==> src/hdl/imu_complementary_tilt_filter_unit_assert.svh <==
// Assertion macros for the tilt filter RTL.
`ifndef IMU_COMPLEMENTARY_TILT_FILTER_UNIT_ASSERT_SVH
`define IMU_COMPLEMENTARY_TILT_FILTER_UNIT_ASSERT_SVH
`ifndef SYNTHESIS
`define ICTF_ASSERT(lbl, clk, rstn, prop, msg) \
  lbl: assert property (@(posedge clk) disable iff (!rstn) prop) else $error(msg);
`define ICTF_ASSERT_NORST(lbl, clk, prop, msg) \
  lbl: assert property (@(posedge clk) prop) else $error(msg);
`else
`define ICTF_ASSERT(lbl, clk, rstn, prop, msg)
`define ICTF_ASSERT_NORST(lbl, clk, prop, msg)
`endif
`endif

==> src/hdl/ictf_pkg.sv <==
package ictf_pkg;

  localparam int ANGLE_FRAC_BITS_DEF = 16;
  localparam int TABLE_FRAC          = 20;
  localparam int SQ_PRESCALE         = 14;

  localparam logic [4:0] DIV_LAST = 5'd27;
  localparam logic [4:0] SQ_LAST  = 5'd29;
  localparam logic [4:0] CD_LAST  = 5'd19;

  localparam logic [2:0] CFG_GYRO_GAIN     = 3'd0;
  localparam logic [2:0] CFG_YAW_GAIN      = 3'd1;
  localparam logic [2:0] CFG_ACCEL_WEIGHT  = 3'd2;
  localparam logic [2:0] CFG_SMOOTH_WEIGHT = 3'd3;
  localparam logic [2:0] CFG_CAL_SAMPLES   = 3'd4;

  localparam logic [23:0] GYRO_GAIN_RST     = 24'd262423;
  localparam logic [23:0] YAW_GAIN_RST      = 24'd1172078;
  localparam logic [24:0] ACCEL_WEIGHT_RST  = 25'd6711;
  localparam logic [16:0] SMOOTH_WEIGHT_RST = 17'd6554;
  localparam logic [11:0] CAL_SAMPLES_RST   = 12'd2000;

  localparam logic [3:0] MI_GYRO_P   = 4'd0;
  localparam logic [3:0] MI_GYRO_R   = 4'd1;
  localparam logic [3:0] MI_YAW      = 4'd2;
  localparam logic [3:0] MI_CPL_P    = 4'd3;
  localparam logic [3:0] MI_CPL_R    = 4'd4;
  localparam logic [3:0] MI_SQ_P0    = 4'd5;
  localparam logic [3:0] MI_SQ_P1    = 4'd6;
  localparam logic [3:0] MI_SQ_R0    = 4'd7;
  localparam logic [3:0] MI_SQ_R1    = 4'd8;
  localparam logic [3:0] MI_BLEND_P  = 4'd9;
  localparam logic [3:0] MI_BLEND_R  = 4'd10;
  localparam logic [3:0] MI_SMOOTH_P = 4'd11;
  localparam logic [3:0] MI_SMOOTH_R = 4'd12;

  localparam logic [3:0] AXIS_LAST = 4'd2;

  typedef enum logic [4:0] {
    ST_IDLE, ST_START, ST_DIV_INIT, ST_DIV_STEP, ST_DIV_END, ST_CORR,
    ST_M_LD, ST_M_WT, ST_M_US, ST_SQ_INIT, ST_SQ_STEP, ST_CD_INIT,
    ST_CD_STEP, ST_CD_END, ST_SEED, ST_EMIT_CAL, ST_EMIT_RUN
  } state_t;

  typedef enum logic [4:0] {
    OP_NOP, OP_LATCH, OP_CAL_ACC, OP_DIV_INIT, OP_DIV_STEP, OP_DIV_END,
    OP_CORR, OP_M_LD, OP_M_US, OP_SQ_INIT, OP_SQ_STEP, OP_CD_INIT,
    OP_CD_STEP, OP_CD_END, OP_SEED, OP_EMIT_CAL, OP_EMIT_RUN
  } op_t;

  typedef struct packed {
    op_t        op;
    logic [3:0] mi;
    logic [4:0] idx;
  } cmd_t;

  typedef struct packed {
    logic calibrated;
    logic cal_done;
    logic seeded;
  } status_t;

  function automatic logic signed [31:0] cordic_atan(input logic [4:0] i);
    logic signed [31:0] v;
    case (i)
      5'd0:    v = 32'sd47185920;
      5'd1:    v = 32'sd27855475;
      5'd2:    v = 32'sd14718068;
      5'd3:    v = 32'sd7471121;
      5'd4:    v = 32'sd3750058;
      5'd5:    v = 32'sd1876857;
      5'd6:    v = 32'sd938658;
      5'd7:    v = 32'sd469357;
      5'd8:    v = 32'sd234682;
      5'd9:    v = 32'sd117342;
      5'd10:   v = 32'sd58671;
      5'd11:   v = 32'sd29335;
      5'd12:   v = 32'sd14668;
      5'd13:   v = 32'sd7334;
      5'd14:   v = 32'sd3667;
      5'd15:   v = 32'sd1833;
      5'd16:   v = 32'sd917;
      5'd17:   v = 32'sd458;
      5'd18:   v = 32'sd229;
      5'd19:   v = 32'sd115;
      default: v = 32'sd0;
    endcase
    return v;
  endfunction

  function automatic logic signed [63:0] rshr(input logic signed [63:0] v, input int s);
    logic signed [63:0] r;
    if (s == 0) begin
      r = v;
    end else begin
      r = (v + (64'sd1 <<< (s - 1))) >>> s;
    end
    return r;
  endfunction

  function automatic logic signed [31:0] sat32(input logic signed [63:0] v);
    logic signed [31:0] r;
    if (v > 64'sd2147483647) begin
      r = 32'sh7fffffff;
    end else if (v < -64'sd2147483648) begin
      r = 32'sh80000000;
    end else begin
      r = v[31:0];
    end
    return r;
  endfunction

endpackage

==> src/hdl/ictf_ctrl.sv <==
`include "imu_complementary_tilt_filter_unit_assert.svh"

module ictf_ctrl
  import ictf_pkg::*;
(
  input  logic    clk,
  input  logic    rst_n,
  input  logic    in_tvalid,
  output logic    in_tready,
  output logic    out_tvalid,
  input  logic    out_tready,
  input  status_t status,
  output cmd_t    cmd
);

  state_t     state_r, state_nxt;
  logic [4:0] cnt_r, cnt_nxt;
  logic [3:0] mi_r, mi_nxt;
  logic       out_valid_r, out_valid_nxt;
  logic       emit_ok;

  assign emit_ok = !out_valid_r || out_tready;

  always_ff @(posedge clk) begin
    if (!rst_n) begin
      state_r     <= ST_IDLE;
      cnt_r       <= '0;
      mi_r        <= '0;
      out_valid_r <= 1'b0;
    end else begin
      state_r     <= state_nxt;
      cnt_r       <= cnt_nxt;
      mi_r        <= mi_nxt;
      out_valid_r <= out_valid_nxt;
    end
  end

  always_comb begin
    state_nxt = state_r;
    cnt_nxt   = cnt_r;
    mi_nxt    = mi_r;
    case (state_r)
      ST_IDLE: begin
        if (in_tvalid) state_nxt = ST_START;
      end
      ST_START: begin
        mi_nxt = '0;
        if (status.calibrated) state_nxt = ST_CORR;
        else if (status.cal_done) state_nxt = ST_DIV_INIT;
        else state_nxt = ST_EMIT_CAL;
      end
      ST_DIV_INIT: begin
        cnt_nxt   = '0;
        state_nxt = ST_DIV_STEP;
      end
      ST_DIV_STEP: begin
        cnt_nxt = cnt_r + 5'd1;
        if (cnt_r == DIV_LAST) state_nxt = ST_DIV_END;
      end
      ST_DIV_END: begin
        if (mi_r == AXIS_LAST) begin
          state_nxt = ST_EMIT_CAL;
        end else begin
          mi_nxt    = mi_r + 4'd1;
          state_nxt = ST_DIV_INIT;
        end
      end
      ST_CORR: begin
        mi_nxt    = MI_GYRO_P;
        state_nxt = ST_M_LD;
      end
      ST_M_LD: state_nxt = ST_M_WT;
      ST_M_WT: state_nxt = ST_M_US;
      ST_M_US: begin
        if (mi_r == MI_SQ_P1 || mi_r == MI_SQ_R1) begin
          state_nxt = ST_SQ_INIT;
        end else if (mi_r == MI_SMOOTH_R) begin
          state_nxt = ST_EMIT_RUN;
        end else begin
          mi_nxt    = mi_r + 4'd1;
          state_nxt = ST_M_LD;
        end
      end
      ST_SQ_INIT: begin
        cnt_nxt   = '0;
        state_nxt = ST_SQ_STEP;
      end
      ST_SQ_STEP: begin
        cnt_nxt = cnt_r + 5'd1;
        if (cnt_r == SQ_LAST) state_nxt = ST_CD_INIT;
      end
      ST_CD_INIT: begin
        cnt_nxt   = '0;
        state_nxt = ST_CD_STEP;
      end
      ST_CD_STEP: begin
        cnt_nxt = cnt_r + 5'd1;
        if (cnt_r == CD_LAST) state_nxt = ST_CD_END;
      end
      ST_CD_END: begin
        if (mi_r == MI_SQ_P1) begin
          mi_nxt    = MI_SQ_R0;
          state_nxt = ST_M_LD;
        end else if (status.seeded) begin
          mi_nxt    = MI_BLEND_P;
          state_nxt = ST_M_LD;
        end else begin
          state_nxt = ST_SEED;
        end
      end
      ST_SEED: begin
        mi_nxt    = MI_SMOOTH_P;
        state_nxt = ST_M_LD;
      end
      ST_EMIT_CAL, ST_EMIT_RUN: begin
        if (emit_ok) state_nxt = ST_IDLE;
      end
      default: state_nxt = ST_IDLE;
    endcase
  end

  always_comb begin
    cmd.op        = OP_NOP;
    cmd.mi        = mi_r;
    cmd.idx       = cnt_r;
    in_tready     = 1'b0;
    out_valid_nxt = out_valid_r && !out_tready;
    case (state_r)
      ST_IDLE: begin
        in_tready = 1'b1;
        if (in_tvalid) cmd.op = OP_LATCH;
      end
      ST_START: begin
        if (!status.calibrated) cmd.op = OP_CAL_ACC;
      end
      ST_DIV_INIT: cmd.op = OP_DIV_INIT;
      ST_DIV_STEP: cmd.op = OP_DIV_STEP;
      ST_DIV_END:  cmd.op = OP_DIV_END;
      ST_CORR:     cmd.op = OP_CORR;
      ST_M_LD:     cmd.op = OP_M_LD;
      ST_M_US:     cmd.op = OP_M_US;
      ST_SQ_INIT:  cmd.op = OP_SQ_INIT;
      ST_SQ_STEP:  cmd.op = OP_SQ_STEP;
      ST_CD_INIT:  cmd.op = OP_CD_INIT;
      ST_CD_STEP:  cmd.op = OP_CD_STEP;
      ST_CD_END:   cmd.op = OP_CD_END;
      ST_SEED:     cmd.op = OP_SEED;
      ST_EMIT_CAL: begin
        if (emit_ok) begin
          cmd.op        = OP_EMIT_CAL;
          out_valid_nxt = 1'b1;
        end
      end
      ST_EMIT_RUN: begin
        if (emit_ok) begin
          cmd.op        = OP_EMIT_RUN;
          out_valid_nxt = 1'b1;
        end
      end
      default: cmd.op = OP_NOP;
    endcase
  end

  assign out_tvalid = out_valid_r;

  `ICTF_ASSERT_NORST(a_reset_idle, clk, !rst_n |=> (state_r == ST_IDLE) && !out_valid_r, "reset did not idle the controller")
  `ICTF_ASSERT(a_accept_leaves_idle, clk, rst_n, in_tvalid && in_tready |=> state_r == ST_START, "accepted beat did not start work")
  `ICTF_ASSERT(a_emit_sets_valid, clk, rst_n, (cmd.op == OP_EMIT_RUN || cmd.op == OP_EMIT_CAL) |=> out_valid_r, "emitted result not presented")
  `ICTF_ASSERT(a_mi_range, clk, rst_n, mi_r <= MI_SMOOTH_R, "multiply index out of range")

endmodule

==> config.mk <==
export PLATFORM = sky130hd
export DESIGN_NAME = ictf_ctrl
export DESIGN_NICKNAME = d
export VERILOG_FILES = /design/src/hdl/ictf_pkg.sv /design/src/hdl/ictf_ctrl.sv
export VERILOG_INCLUDE_DIRS = /design/src /design/src/hdl
export SDC_FILE = /design/constraint.sdc
export NUM_CORES = 1
export LEC_CHECK = 0
export ABC_CLOCK_PERIOD_IN_PS = 3600
export BUFFER_PORTS_ARGS = -buffer_cell sky130_fd_sc_hd__buf_2
export CORE_MARGIN = 3
export CORE_UTILIZATION = 60
export CTS_CLUSTER_DIAMETER = 50
export DETAILED_ROUTE_END_ITERATION = 8
export PLACE_DENSITY = 0.88
export SYNTH_ARGS = -nofsm -noshare
export SYNTH_HDL_FRONTEND = slang
export SYNTH_SLANG_ARGS = --single-unit
==> constraint.sdc <==
create_clock -name clk -period 3.6 [get_ports clk]
set_input_delay 0.18 -clock clk [delete_from_list [all_inputs] [get_ports clk]]
set_output_delay 0.18 -clock clk [all_outputs]
set_load 0.01 [all_outputs]
* Word-level counts from Yosys, hierarchy flattened
Cells that the tools add are included.
Word-level totals: bits in registers 15, output and inout bits 16, logic and storage cells 81, bits of input ports 7
Cells by class: reduce and logical (&&, ||, !) cells 15, equal/unequal tests 32, add/subtract/negate cells 2, muxes and demuxes 28
Operators by type and width (count):
- $pmux 5 s16 | 1
- $pmux 5 s15 | 1
- $mux 4 | 11
- $eq 5x4->1 const B | 8
- $mux 5 | 8
- $eq 5x3->1 const B | 4
- $eq 5x5->1 const B | 4
- $pmux 4 s5 | 1
- $ne 2x2->1 const B | 7
- $eq 5x2->1 const B | 2
- $pmux 5 s2 | 1
- $reduce_and 5->1 | 2
- $eq 4x4->1 const B | 2
- $reduce_or 2->1 | 3
- $reduce_or 3->1 | 2
- $add 5x1->5 const B | 1
- $eq 5x1->1 const B | 1
- $logic_not 5->1 | 1
- $reduce_bool 5->1 | 1
- $add 4x1->4 const B | 1
- $eq 4x2->1 const B | 1
- $eq 4x3->1 const B | 1
- $mux 1 | 4
- $ne 3x3->1 const B | 1
- 6 further kinds | 8

* Logic depth before layout (Yosys ltp)
Gate-level depths: netlist of run 1.
depth in word-level cells 4, gate-level depth with buffers 7, mapped depth without buffers 7

* Least setup slack after synthesis of run 1
Ideal clock, no wire load.
kind register to register, start point register mi_r[0], end point register mi_r[1], period minus slack after synthesis 2062 ps, data required time 3478 ps, library setup time 122 ps, arrival time 1940 ps, cell stages (with the launch flop) 8, buffers on the path 0, slack 1538 ps, path through dfxtp_1 -> inv_1 -> ha_1 -> nand3b_1 -> o32ai_2 -> a22o_1 -> or3_4 -> o311a_1
Between the ends: cells in the longest elaborated chain, start to end 4, elaborated cells between the ends (all ways) 16, those cells by class add/sub: 1; eq/ne: 8; mux: 5; reduce/logical: 2
RTL lines:
- from (decl) | RTL line ictf_ctrl.sv:18 | logic [3:0] mi_r, mi_nxt;
- from (signal assigned) | RTL line ictf_ctrl.sv:33 | mi_r <= mi_nxt;
- $add 4x1->4, or another cell as far along | RTL line ictf_ctrl.sv:64, ictf_ctrl.sv:80
- $mux 4 or $logic_or 1x1->1 (tied branches) | RTL line ictf_ctrl.sv:77, ictf_ctrl.sv:75
- $mux 4 or $ne 2x2->1 (tied branches)
- $pmux 4 s5 or $reduce_and 5->1 (tied branches)
Parallel ways exist; a longest one is shown, timed or not. The select of a mux whose other input is x is not followed. A chain may end at the register's enable or synchronous reset.

==> results of run 1 <==
## power groups by stage
stage | Sequential [W] | Clock [W] | Combinational [W]
after floorplan | 0.000229 | 0 | 0.000540
after global placement | 0.000308 | 0 | 0.000574
after detailed placement | 0.000315 | 0 | 0.000586
after CTS | 0.000310 | 0.0000971 | 0.000594
after global routing | 0.000324 | 0.000102 | 0.000660
final | 0.000314 | 0.0000940 | 0.000609
## worst reg2reg max path: cells and delay by family, from the launching register on
family             cells  cell delay, ps
DFF                    1             920
muxes                  1             330
AOI/OAI and AO/OA      2             360
and+or+nand+nor        2             680
## stage by stage
| stage | hold slack (ps) | util (%) | total power (W) |
|---|---|---|---|
| 2_1_floorplan | 320 | - | 0.000770 |
| 3_3_place_gp | 545 | 67.5 | 0.000881 |
| 3_5_place_dp | 559 | 67.5 | 0.000900 |
| 4_1_cts | 261 | 68.7 | 0.00100 |
| 5_1_grt | 290 | 68.7 | 0.00109 |
| 6_report | 273 | 68.7 | 0.00102 |
## per-layer routing
layer,global-route usage (%),wire (um)
met1,35.4,1590
met2,42.3,1750
met3,4.09,365
met4,10.8,135
met5,0,0
## cells by family after synthesis
family / count (synthesis)
mux: 6
compound gates: 57
flops: 15
buf+inv: 25
fa+ha+maj: 6
simple gates: 76
xor+xnor: 1
## registers in the layout, indices dropped and copies added, names as in the netlist
signal	count
cnt_r	5
out_tvalid	1
state_r	5
mi_r	4
## path summary, 6_finish.rpt
check / start / to / slack, ps / cells after the start
setup / recovery: state_r[2] / cmd[10] / 1140 / 6
hold / removal: rst_n / cnt_r[3] / 270 / 2
setup reg to reg: state_r[2] / state_r[3] / 1210 / 5
hold reg to reg: mi_r[0] / mi_r[0] / 580 / 2
## area by class of cell
type / instances / area share, %
Timing Repair Buffer: 22 / 7.18
Sequential cell: 15 / 19.6
Multi-Input combinational cell: 146 / 66.0
Clock inverter: 1 / 0.326
Inverter: 13 / 3.18
Clock buffer: 3 / 1.47
Tap cell: 28 / 2.28
## layout by cell type (no fill, tap or decap), drive strengths merged, types with 2 or more instances in the layout
master and count:
nand3 6, o31ai 2, o211ai 4, o22ai 2, nand3b 5, o32ai 3
o221a 2, o22a 2, nand2 12, a21oi 8, or3 2, o311a 2
dfxtp 15, a41oi 2, buf 22, inv 13, a211oi 3, ha 5
and2 2, o21ai 10, nor3 7, mux2i 5, clkbuf 3, and4bb 2
a31oi 6, nor2 17, nand2b 6, nor2b 9
==> results.toml, run 1 <==
[yosys]
synth-compound-area-share_pct = 29.1
synth_simple_gate_area_share_pct = 31.2
synthMuxAreaShare_pct = 4.54
async_reset_ff_share_pct = 0
synth_largest_area_cell = "dfxtp_1"
synth-seq-area-share_pct = 20.9
synth_fa_ha_area_share_pct = 5.06
synth-seq-cells = 15
synthTopCellsByCount = "nor2_1 (17), dfxtp_1 (15), inv_1 (13), nand2_1 (12), o21ai_0 (10)"
ys.flop_type = "dfxtp_1"
syn-instance-count = 186
synth_cell_type_count = 58
syn-num-nets = 198
synth_edf_count = 0
ys_warn_count = 0
avgSynthCellArea_um2 = 7.71
yosys-top-cells-area = "dfxtp_1 (21%), nor2_1 (4.5%), ha_1 (4.4%)"
netlist_area_um2 = 1430
yosysMostFrequentCell = "nor2_1"
synth_xor_area_share_pct = 0.611
synth_top_family_by_area = "simple AND/OR/NAND/NOR gates"
synth_top_area_share_pct = 20.9

[die]
die_width_um = 54.9
die_h_um = 54.9
num_rows = 17
io_pins = 23
die_area_um2 = 3010
start_util_pct = 64.2
design.core.area_um2 = 2230

[place]
post_dp_cell_area_um2 = 1510
dp_hpwl_um = 2730
placed_cells = 224
pre_cts_slack_ps = 1290
io_buffers = 22
place_congestion = 0.936

[setup_path]
crit_required_ps = 3420
crit_path_cell_trace = "inv_1 > o21ai_0 > nand2_1 > a22oi_1 > o21ai_0 > buf_2"
crit_type = "flip-flop to output port"
critPathSlowestCell = "dfxtp_1"
crit_family = "flip-flops"
path_max_fanout = 25
path_common_cell = "o21ai_0"
path_buf_inv = 2
worstPathArrival_ps = 2280
slowest_delay_ps = 920
start_kind = "flip-flop"
crit_path_end_kind = "output port"

[power_and_ir_drop]
p_int_w = 0.000501
clockPowerShare_pct = 9.2
swShare_pct = 50.7
power.leakage_nw = 0.662
p_switching_w = 0.000516
p_seq_share_pct = 30.9
combPwrFrac_pct = 59.9
irDropWorstVdd_v = 0.000387
power-per-cell-area_nw_per_um2 = 663

[grt]
antenna_found_initial = 0
grtUsageTotal_pct = 26.6
grt_pass1_wl_um = 5820
grt_pass1_vias = 1274
grt_max_degree = 26
grt-ovfl-total = 0

[routing]
drt_iter0_markers = 97
drt.antenna.violating_nets = 0
drt_pass1_iterations = 7
vias = 1556
via_per_inst = 6.82
drc = 0
avgRoutedWirePerCell_um = 16.8
wirelength_um = 3840

[job]
maxCapViolations = 0

[sta]
min_period_ps = 2460
slew_headroom_pct = 40.0
hold_viol = 0
fin_skew_ps = 5.26
period_share_pct = 68.3
setup_viol = 0
fmax_mhz = 407
maxSlewViolCount = 0
setup_slack_ps = 1140
finalSetupTns_ps = 0
tightest_slew_ps = 899
rsz0062_at_grt = "false"

[worst_hold_path]
worst_hold_path_type = "primary input to flip-flop"

[final_layout]
seqCellArea_um2 = 300
fillerInstances = 177
multi_input_area_um2 = 1010
final_nets = 213
final_area_um2 = 1530
stdcell_count = 228
antenna_cells = 0
layout-drive-gt1-share_pct = 19.0
areaGrowthSynthToFinish_pct = 6.98

[clock_network]
root_buffer = "clkbuf_4"
numCtsBuffers = 3
clk_pin_slew_ps = 90
postCtsSetupRepairBufs = 0
holdBufCountCts = 0
cts_tree = "built"
cts_buffer_depth = 2
cts.sinks = 15
htree_levels = 1
ctsResizeCount = 0
insertion_delay_ps = 280

[status]
outcome = "finished, final reports clean"
Power figures use the tool's default switching activity.
==> run 2: changes to the inputs <==
--- a/config.mk
+++ b/config.mk
@@ -6,13 +6,13 @@
 export SDC_FILE = /design/constraint.sdc
 export NUM_CORES = 1
 export LEC_CHECK = 0
-export ABC_CLOCK_PERIOD_IN_PS = 3600
+export ABC_CLOCK_PERIOD_IN_PS = 2000
 export BUFFER_PORTS_ARGS = -buffer_cell sky130_fd_sc_hd__buf_2
 export CORE_MARGIN = 3
-export CORE_UTILIZATION = 60
+export CORE_UTILIZATION = 51
 export CTS_CLUSTER_DIAMETER = 50
 export DETAILED_ROUTE_END_ITERATION = 8
-export PLACE_DENSITY = 0.88
+export PLACE_DENSITY = 0.8
 export SYNTH_ARGS = -nofsm -noshare
 export SYNTH_HDL_FRONTEND = slang
 export SYNTH_SLANG_ARGS = --single-unit
==> constraint.sdc (replaced) <==
create_clock -name clk -period 2 [get_ports clk]
set_input_delay 0.1 -clock clk [delete_from_list [all_inputs] [get_ports clk]]
set_output_delay 0.1 -clock clk [all_outputs]
set_load 0.01 [all_outputs]
==> run 2 against run 1 <==
- sequential power up 40%
- cell count up 10%
- die area increased by 16%
- critical endpoint is now state_r[0]
- highest routed layer unchanged
==> results.toml, run 2 (same netlist as run 1, synthesis figures left out) <==
[place]
io_buffers = 22
pre_cts_slack_ps = 54.6
place_congestion = 0.974
dp_hpwl_um = 3180

[clock_network]
postCtsSetupRepairBufs = 0
clk_pin_slew_ps = 110
insertion_delay_ps = 290
numCtsBuffers = 3
htree_levels = 1
root_buffer = "clkbuf_4"
cts_buffer_depth = 2
cts.sinks = 15
cts_tree = "built"

[die]
start_util_pct = 55.8
die_width_um = 59.0
die_area_um2 = 3480
io_pins = 23
die_h_um = 59.0
design.core.area_um2 = 2570
num_rows = 18

[setup_path]
r2r_slack_ps = 20
path_max_fanout = 7
crit_path_cell_trace = "buf_4 > or4bb_1 > o22a_1 > o22ai_2 > nor3_4 > buf_4 > mux2i_1"
crit_required_ps = 2180
crit_path_end_kind = "flip-flop"
crit_type = "flip-flop to flip-flop"
slowest_delay_ps = 550
path_common_cell = "buf_4"
worstPathArrival_ps = 2150
crit_family = "simple AND/OR/NAND/NOR gates"
path_buf_inv = 2
start_kind = "flip-flop"
critPathSlowestCell = "or4bb_1"

[sta]
slew_headroom_pct = 71.3
tightest_slew_ps = 428
setup_viol = 0
hold_viol = 0
finalSetupTns_ps = 0
fin_skew_ps = 1.07
period_share_pct = 98.9
rsz0062_at_grt = "false"
min_period_ps = 1980
fmax_mhz = 505
maxSlewViolCount = 0
setup_slack_ps = 21.6

[final_layout]
final_nets = 234
layout-drive-gt1-share_pct = 29.9
final_cell_mix = "buf_2 (22), buf_4 (21), nor2_1 (17), inv_1 (13), nand2_1 (12)"
fillerInstances = 234
layout_commonest_cell = "buf_2"
fin_util_pct = 67.1
largestRegisters = "cnt_r: 5 flops, state_r: 5 flops, mi_r: 4 flops"
areaGrowthSynthToFinish_pct = 20.1
antenna_cells = 0

[routing]
drt.antenna.violating_nets = 0
vias = 1595
drt_pass1_iterations = 4
avgRoutedWirePerCell_um = 16.8
via_per_inst = 6.35
drt_iter0_markers = 160
wirelength_um = 4220
drc = 0

[power_and_ir_drop]
power.leakage_nw = 0.799
power_w = 0.00207
irDropWorstVdd_v = 0.000818
power-per-cell-area_nw_per_um2 = 1200

[job]
maxCapViolations = 0

[grt]
grt_pass1_vias = 1473
antenna_found_initial = 0
grt-ovfl-total = 0
grt_pass1_wl_um = 6780
grtUsageTotal_pct = 25.5
grt_max_degree = 16

[status]
outcome = "finished, final reports clean"

[worst_hold_path]
worst_hold_path_type = "primary input to flip-flop"
run 2: cell count changes in the layout (fill, tap and decap cells not counted), sizes merged:
cell      before  now
buf           22   43
clkinv         1    0
clkinvlp       0    1
run 2: final timing paths:
check                                start          to  cells after the start
worst min register to register  state_r[1]  state_r[1]                      2
worst min-delay path                 rst_n     mi_r[1]                      2
worst max register to register  state_r[4]  state_r[0]                      7
worst max-delay path            state_r[4]  state_r[0]                      7
run 2: per-layer routing:
layer | GRT usage [%] | wire length [um]
met5 | 0 | 0
met2 | 41.5 | 2020
met1 | 32.7 | 1740
met4 | 9.71 | 104
met3 | 5.66 | 365
run 2: cell type report:
cell class	instances	area (um^2)	area share, %
clock inverters	1	7.51	0.436
flip-flops and latches	15	308	17.9
multi-input cells	146	1030	59.8
well taps	30	37.5	2.18
inverters	13	48.8	2.83
repair buffers	43	268	15.6
clock buffers	3	22.5	1.31
run 2: power breakdown:
group / internal [W] / switching, W
sequential: 0.000357 / 0.0000839
clock: 0.0000761 / 0.000119
combinational: 0.000651 / 0.000784
run 2: timing repair:
action / CTS / global route
setup endpoints to repair: 0 / 7
hold buffers: 0 / 0
gates resized for setup: 0 / 8
run 2: per-stage QoR:
stage                     instances  hold WS, ps  cell area, um^2
after floorplan                 186          240             1440
after global placement          247          480             1670
after detailed placement        247          486             1670
after CTS                       251          161             1700
after global routing            251          140             1720
final                           251          169             1720
==> run 3: changes to the inputs <==
==> constraint.sdc (replaced) <==
create_clock -name clk -period 2 [get_ports clk]
set_input_delay 0.2 -clock clk [delete_from_list [all_inputs] [get_ports clk]]
set_output_delay 0.2 -clock clk [all_outputs]
set_load 0.01 [all_outputs]
==> run 3 against run 2 <==
- combinational power barely moved
- die area stayed put
- total power is essentially flat
- sequential cell count did not move
- hold slack gained 190 ps
- clock-buffer cell count grew 1
- first-iteration DRC count is 30% lower
- fmax grew 3.2%
- largest cell class unchanged
- largest power group unchanged
==> results.toml, run 3 (same netlist as run 1, synthesis figures left out) <==
[job]
maxCapViolations = 0

[clock_network]
cts.sinks = 15
numCtsBuffers = 3
postCtsSetupRepairBufs = 0
root_buffer = "clkbuf_4"
cts_tree = "built"
holdBufCountCts = 0
cts_buffer_depth = 2
htree_levels = 1
clk_pin_slew_ps = 90
insertion_delay_ps = 280
ctsResizeCount = 0

[final_layout]
largestRegisters = "cnt_r: 5 flops, state_r: 5 flops, mi_r: 4 flops"
stdcell_count = 253
final_cell_mix = "buf_4 (23), buf_2 (22), nor2_1 (17), inv_1 (13), nand2_1 (12)"
areaGrowthSynthToFinish_pct = 20.6
final_nets = 236
multi_input_area_um2 = 1030
layout_commonest_cell = "buf_4"
fillerInstances = 225
layout-drive-gt1-share_pct = 29.6
seqCellArea_um2 = 305
antenna_cells = 0
final_area_um2 = 1730

[power_and_ir_drop]
p_seq_share_pct = 20.9
irDropWorstVdd_v = 0.000788
p_switching_w = 0.000974
power_w = 0.00207
power.leakage_nw = 0.810
swShare_pct = 47.1
p_int_w = 0.00110
combPwrFrac_pct = 70.9
power-per-cell-area_nw_per_um2 = 1200
clockPowerShare_pct = 8.2

[setup_path]
r2r_slack_ps = 110
rr_startpoint = "mi_r[0]"
start_kind = "flip-flop"
crit_path_end_kind = "output port"
worstPathArrival_ps = 1720
rr_worst_depth = 7
crit_required_ps = 1800
startpoint = "state_r[2]"
crit_type = "flip-flop to output port"
path_max_fanout = 8

[sta]
hold_slack_ps = 356
period_share_pct = 95.9
hold_viol = 0
fmax_mhz = 522
min_period_ps = 1920
setup_viol = 0
fin_skew_ps = 9.78
tightest_slew_ps = 458
slew_headroom_pct = 69.3
maxSlewViolCount = 0
finalSetupTns_ps = 0
rsz0062_at_grt = "false"

[worst_hold_path]
worst_hold_path_type = "primary input to flip-flop"
hold_depth = 3
holdCritStartpoint = "out_tready"

[grt]
antenna_found_initial = 0
grt-ovfl-total = 0
grtUsageTotal_pct = 26.3
grt_pass1_vias = 1575
grt_max_degree = 14
grt_pass1_wl_um = 7200

[die]
die_width_um = 59.0
num_rows = 18
die_area_um2 = 3480
design.core.area_um2 = 2570
io_pins = 23
die_h_um = 59.0
start_util_pct = 55.8

[routing]
drt_pass1_iterations = 5
via_per_inst = 6.37
drt.antenna.violating_nets = 0
drt_iter0_markers = 112
wirelength_um = 4310
vias = 1611
drc = 0
avgRoutedWirePerCell_um = 17.0

[place]
placed_cells = 249
io_buffers = 22
place_congestion = 0.993
post_dp_cell_area_um2 = 1680
dp_hpwl_um = 3290

[status]
outcome = "finished, final reports clean"
run 3: worst max-delay path, stage by stage, from the launching register on:
cell,delay (ps)
dfxtp_1,460
buf_4,210
inv_1,110
o21ai_0,190
nand2_1,70
a22oi_1,170
o21ai_0,80
buf_2,140
run 3: per-layer routing:
metal,vias up,GRT usage [%],routed length (um)
met5,-,0,0
met4,0,10.0,63
met3,8,6.10,396
met2,82,41.2,2030
met1,755,35.0,1820
li1,766,-,-
run 3: cell type report:
cell class | count | area share [%]
timing repair buffer | 45 | 16.4
tap | 30 | 2.17
sequential | 15 | 17.7
multi-input combinational | 146 | 59.5
clock buffer | 4 | 1.52
inverter | 13 | 2.82
run 3: final timing paths:
check	to
max	cmd[10]
min	out_tvalid
max reg2reg	mi_r[1]
min reg2reg	state_r[0]
run 3: power by group through the flow:
stage          sequential [W]  clock (W)  combinational (W)
2_1_floorplan        0.000414          0           0.000973
3_3_place_gp         0.000425          0            0.00141
3_5_place_dp         0.000430          0            0.00142
4_1_cts              0.000423   0.000180            0.00143
5_1_grt              0.000436   0.000191            0.00161
6_report             0.000432   0.000170            0.00147
run 3: through the flow:
stage	util, %	worst slack, ps
after floorplan	-	32.9
after global placement	65.5	91.3
after detailed placement	65.5	89.5
after CTS	66.6	64.8
after global routing	67.3	8.33
final	67.3	82.9
